<file path="config.mk">
export PLATFORM = sky130hd
export DESIGN_NAME = pds_cell
export DESIGN_NICKNAME = d
export VERILOG_FILES = /design/src/design/pds_pkg.sv /design/src/design/pds_cell.sv
export SDC_FILE = /design/constraint.sdc
export NUM_CORES = 1
export LEC_CHECK = 0
export ABC_AREA = 1
export BUFFER_PORTS_ARGS = -buffer_cell sky130_fd_sc_hd__buf_2
export CAP_MARGIN = 20
export CORE_MARGIN = 4
export CORE_UTILIZATION = 45
export DETAILED_ROUTE_END_ITERATION = 10
export PLACE_DENSITY = 0.81
export SLEW_MARGIN = 30
export SYNTH_ARGS = -nofsm -noshare
export SYNTH_HDL_FRONTEND = slang
export SYNTH_SLANG_ARGS = --single-unit
</file>
<file path="constraint.sdc">
create_clock -name aclk -period 0.8 [get_ports aclk]
set_input_delay 0 -clock aclk [delete_from_list [all_inputs] [get_ports aclk]]
set_output_delay 0 -clock aclk [all_outputs]
set_load 0.1 [all_outputs]
</file>
<file path="src/design/pds_pkg.sv">
`timescale 1ns / 1ps

package pds_pkg;

    localparam int MAX_REFS    = 64;
    localparam int MAX_CHANS   = 16;
    localparam int SAMPLE_BITS = 16;
    localparam int STORE_DEPTH = MAX_REFS * MAX_CHANS;
    localparam int ADDR_W      = $clog2(STORE_DEPTH);
    localparam int REF_IDX_W   = $clog2(MAX_REFS);
    localparam int REF_CNT_W   = 7;
    localparam int CHAN_CNT_W  = 5;
    localparam int CHAN_POS_W  = $clog2(MAX_CHANS);
    localparam int TOTAL_W     = ADDR_W + 1;
    localparam int SQ_W        = 2 * SAMPLE_BITS;
    localparam int ACC_W       = 37;
    localparam int SCALE_W     = 16;
    localparam int PROD_W      = ACC_W + SCALE_W;
    localparam int DIST_W      = 48;
    localparam int CFG_IDX_W   = 2;
    localparam int CFG_DATA_W  = 16;

    localparam logic [DIST_W-1:0] DIST_MAX = '1;

    // Configuration register indexes.
    localparam logic [CFG_IDX_W-1:0] CFG_IGNORE_LEVEL    = 2'd0;
    localparam logic [CFG_IDX_W-1:0] CFG_DISTANCE_SCALE  = 2'd1;
    localparam logic [CFG_IDX_W-1:0] CFG_REFERENCE_COUNT = 2'd2;
    localparam logic [CFG_IDX_W-1:0] CFG_CHANNEL_COUNT   = 2'd3;

    // Input commands.
    localparam logic CMD_LOAD  = 1'b0;
    localparam logic CMD_QUERY = 1'b1;

    typedef struct packed {
        logic [ACC_W-1:0] acc;
        logic             ign;
    } pair_t;

    typedef struct packed {
        logic clear;
        logic shift;
        logic active;
        logic tail;
    } cell_ctrl_t;

endpackage

</file>
<file path="src/design/pds_cell.sv">
`timescale 1ns / 1ps

module pds_cell (
    input  logic               aclk,
    input  logic               aresetn,
    input  pds_pkg::cell_ctrl_t ctrl,
    input  pds_pkg::pair_t     from_next,
    input  pds_pkg::pair_t     feedback,
    output pds_pkg::pair_t     pair_q
);

    pds_pkg::pair_t pair_reg;
    pds_pkg::pair_t pair_next;

    // Cells in use form a ring: each takes its neighbor's pair, and the tail
    // takes the head pair (updated during a sweep), so one full turn restores the order.
    always_comb begin
        pair_next = pair_reg;
        if (ctrl.clear) begin
            pair_next = '0;
        end else if (ctrl.shift && ctrl.active) begin
            pair_next = ctrl.tail ? feedback : from_next;
        end
    end

    always_ff @(posedge aclk) begin
        if (!aresetn) begin
            pair_reg <= '0;
        end else begin
            pair_reg <= pair_next;
        end
    end

    assign pair_q = pair_reg;

endmodule

</file>
==> metrics.txt <==
status finished with violations; failing checks setup timing; CP Class reg -> out; Final ANT Viol Nets 0; Fillers 263; Area growth, synth to finish 81.81%; mapped cell area between 2000 and 2500 µm²; DRC 0; initial antenna violation count 0; FF+latch count, synth 38; most frequent cells in the layout nand2_1 (180), buf_2 (81), nor2_1 (74); RSZ-0062 raised after global routing true; clk sinks 38; sequential area share after synthesis 34.02%; I/O Buffers around 120; max reg flops 38; synth warn 0; Die X about 80 µm; Slew headroom 83.51%; routed wire length 7264 µm; commonest non-fill, non-tap cell in the layout nand2_1; post-route design area 4065 µm²; nets 639; post-route insts no fill 625; worst slack, placed -0.06702 ns; multi-input logic area ~1000 µm²; via count 2754; synthesized instance count 405; final setup violation count 40; Pre-Repair DR Iteration Count 4; RD Place Congestion 0.7673; Avg Cell Area, Syn 5.521 µm²; reg2reg setup slack -0.02 ns; final hold violations 0; worst hold path type in -> reg; WL/cell 11.62 µm; fmax between 1 and 1.5 GHz; vias per cell 4.406; GRT overflow 0; initial drt markers 83; starting density of the core 47.03%; vias in the first global route 2568; cells along the critical path buf_12; critical path peak fanout 2; fin. max-slew vios 0; cell family with most CP delay flip-flops; clk slew on worst S/H paths 0.08 ns; global-route usage over all layers a little under a quarter; first-pass GRT wire length ~11000 µm; Cell Area, Placed 3601 µm²; slowest stage cell, crit path dfxtp_4; post-synthesis cell type count 9; element type at the critical path end output port; Pwr Density 1202 nW/µm²; CTS tree built; largest net degree at the start of global routing 39; Ports 120; max cap viols 0; Post-DP HPWL 4877 µm; Reg area 903.4 µm²; cell count after placement 580; Worst-Skew Late Latency 0.28 ns; WP buf/inv 1; leakage power 2.324 nW; post-layout min period 0.8452 ns; FP Rows 25; Clock Tree Root clkbuf_8; worst hold margin 0.008065 ns; clk_skew 0 ns; fin crit share 105.6%; CTS Buf Count 5; slowest stage delay, CP 0.38 ns; Syn Nets 487; Setup WS post-layout -0.04518 ns; core box area 4755 µm²; Clock Path Buffers 2; Worst Tran Pin Value 0.2473 ns; Die ar. 6161 µm²; critical path launch point type flop; arrival time at the worst endpoint ~0.85 ns; worst vdd ir a little over 0.0009 V; Critical Path RT 0.80 ns; Diodes inserted 0; Die Span Y 78.49 µm; share of layout cells above drive strength 1 46.77%; CTS H-tree lvls 2
## cell usage after synthesis, drive strengths merged
| cell type | n | area share [%] |
|---|---|---|
| buf | 20 | 7.7 |
| clkinv | 2 | 0.34 |
| dfxtp | 38 | 34 |
| inv | 77 | 13 |
| nand2 | 191 | 32 |
| nor2 | 77 | 13 |
## per-stage QoR
stage / TNS, ns / power [mW] / util (%)
after floorplan: -0.0005010 / 2.918 / -
after global placement: 0 / 3.484 / 75.74
after detailed placement: -1.002 / 3.519 / 75.74
after CTS: -1.085 / 4.872 / 83.08
after global routing: -1.900 / 5.133 / 85.50
final: -0.9417 / 4.887 / 85.50
## final timing paths
| check | startpoint | end | cells past startpoint |
|---|---|---|---|
| worst min register to register | pair_q[10]$_SDFFE_PP0P_ | pair_q[10]$_SDFFE_PP0P_ | 4 |
| worst max-delay path | pair_q[25]$_SDFFE_PP0P_ | pair_q[25] | 1 |
| worst max register to register | pair_q[19]$_SDFFE_PP0P_ | pair_q[19]$_SDFFE_PP0P_ | 5 |
| worst min-delay path | feedback[36] | pair_q[36]$_SDFFE_PP0P_ | 5 |
## routing by layer
layer | global-route usage [%] | part of all wire, % | vias to the layer above
li1 | - | - | 1423
met1 | 24.39 | 37 | 1210
met2 | 44.52 | 53 | 104
met3 | 5.734 | 7.8 | 17
met4 | 6.818 | 2.3 | 0
met5 | 0 | 0 | -
## worst register-to-register path, cell delays in order, from the launching register on
cell and delay (ns):
dfxtp_4 0.36, buf_4 0.13, inv_2 0.03, nand2_1 0.06, nand2_1 0.10, nor2_1 0.05
## power by group
part           internal, mW  leakage, nW  switching, mW
clock network         0.599       0.0426          0.667
registers              1.88        0.338         0.0751
logic                 0.696         1.94          0.974
## cells by family (layout without fill, tap and decap cells)
group | after synthesis | in the layout | synth area share [%]
buffers and inverters | 99 | 252 | 20.99
DFF | 38 | 38 | 34.02
and+or+nand+nor | 268 | 268 | 44.99
## final cells by class
cell class | count | area share [%]
clock buffer | 6 | 1.785
clock inverter | 2 | 0.2155
inverter | 79 | 7.295
multi-input combinational | 268 | 25.61
sequential | 38 | 22.22
tap | 67 | 2.062
timing repair buffer | 165 | 40.81
## timing repair
item,CTS,global route
resized for setup,0,31
pin swaps,0,15
hold buffers,2,0
endpoints found under the hold margin,2,0
endpoints found under the setup margin,38,60
buffers inserted,33,2
(Power assumes the default switching activity.)
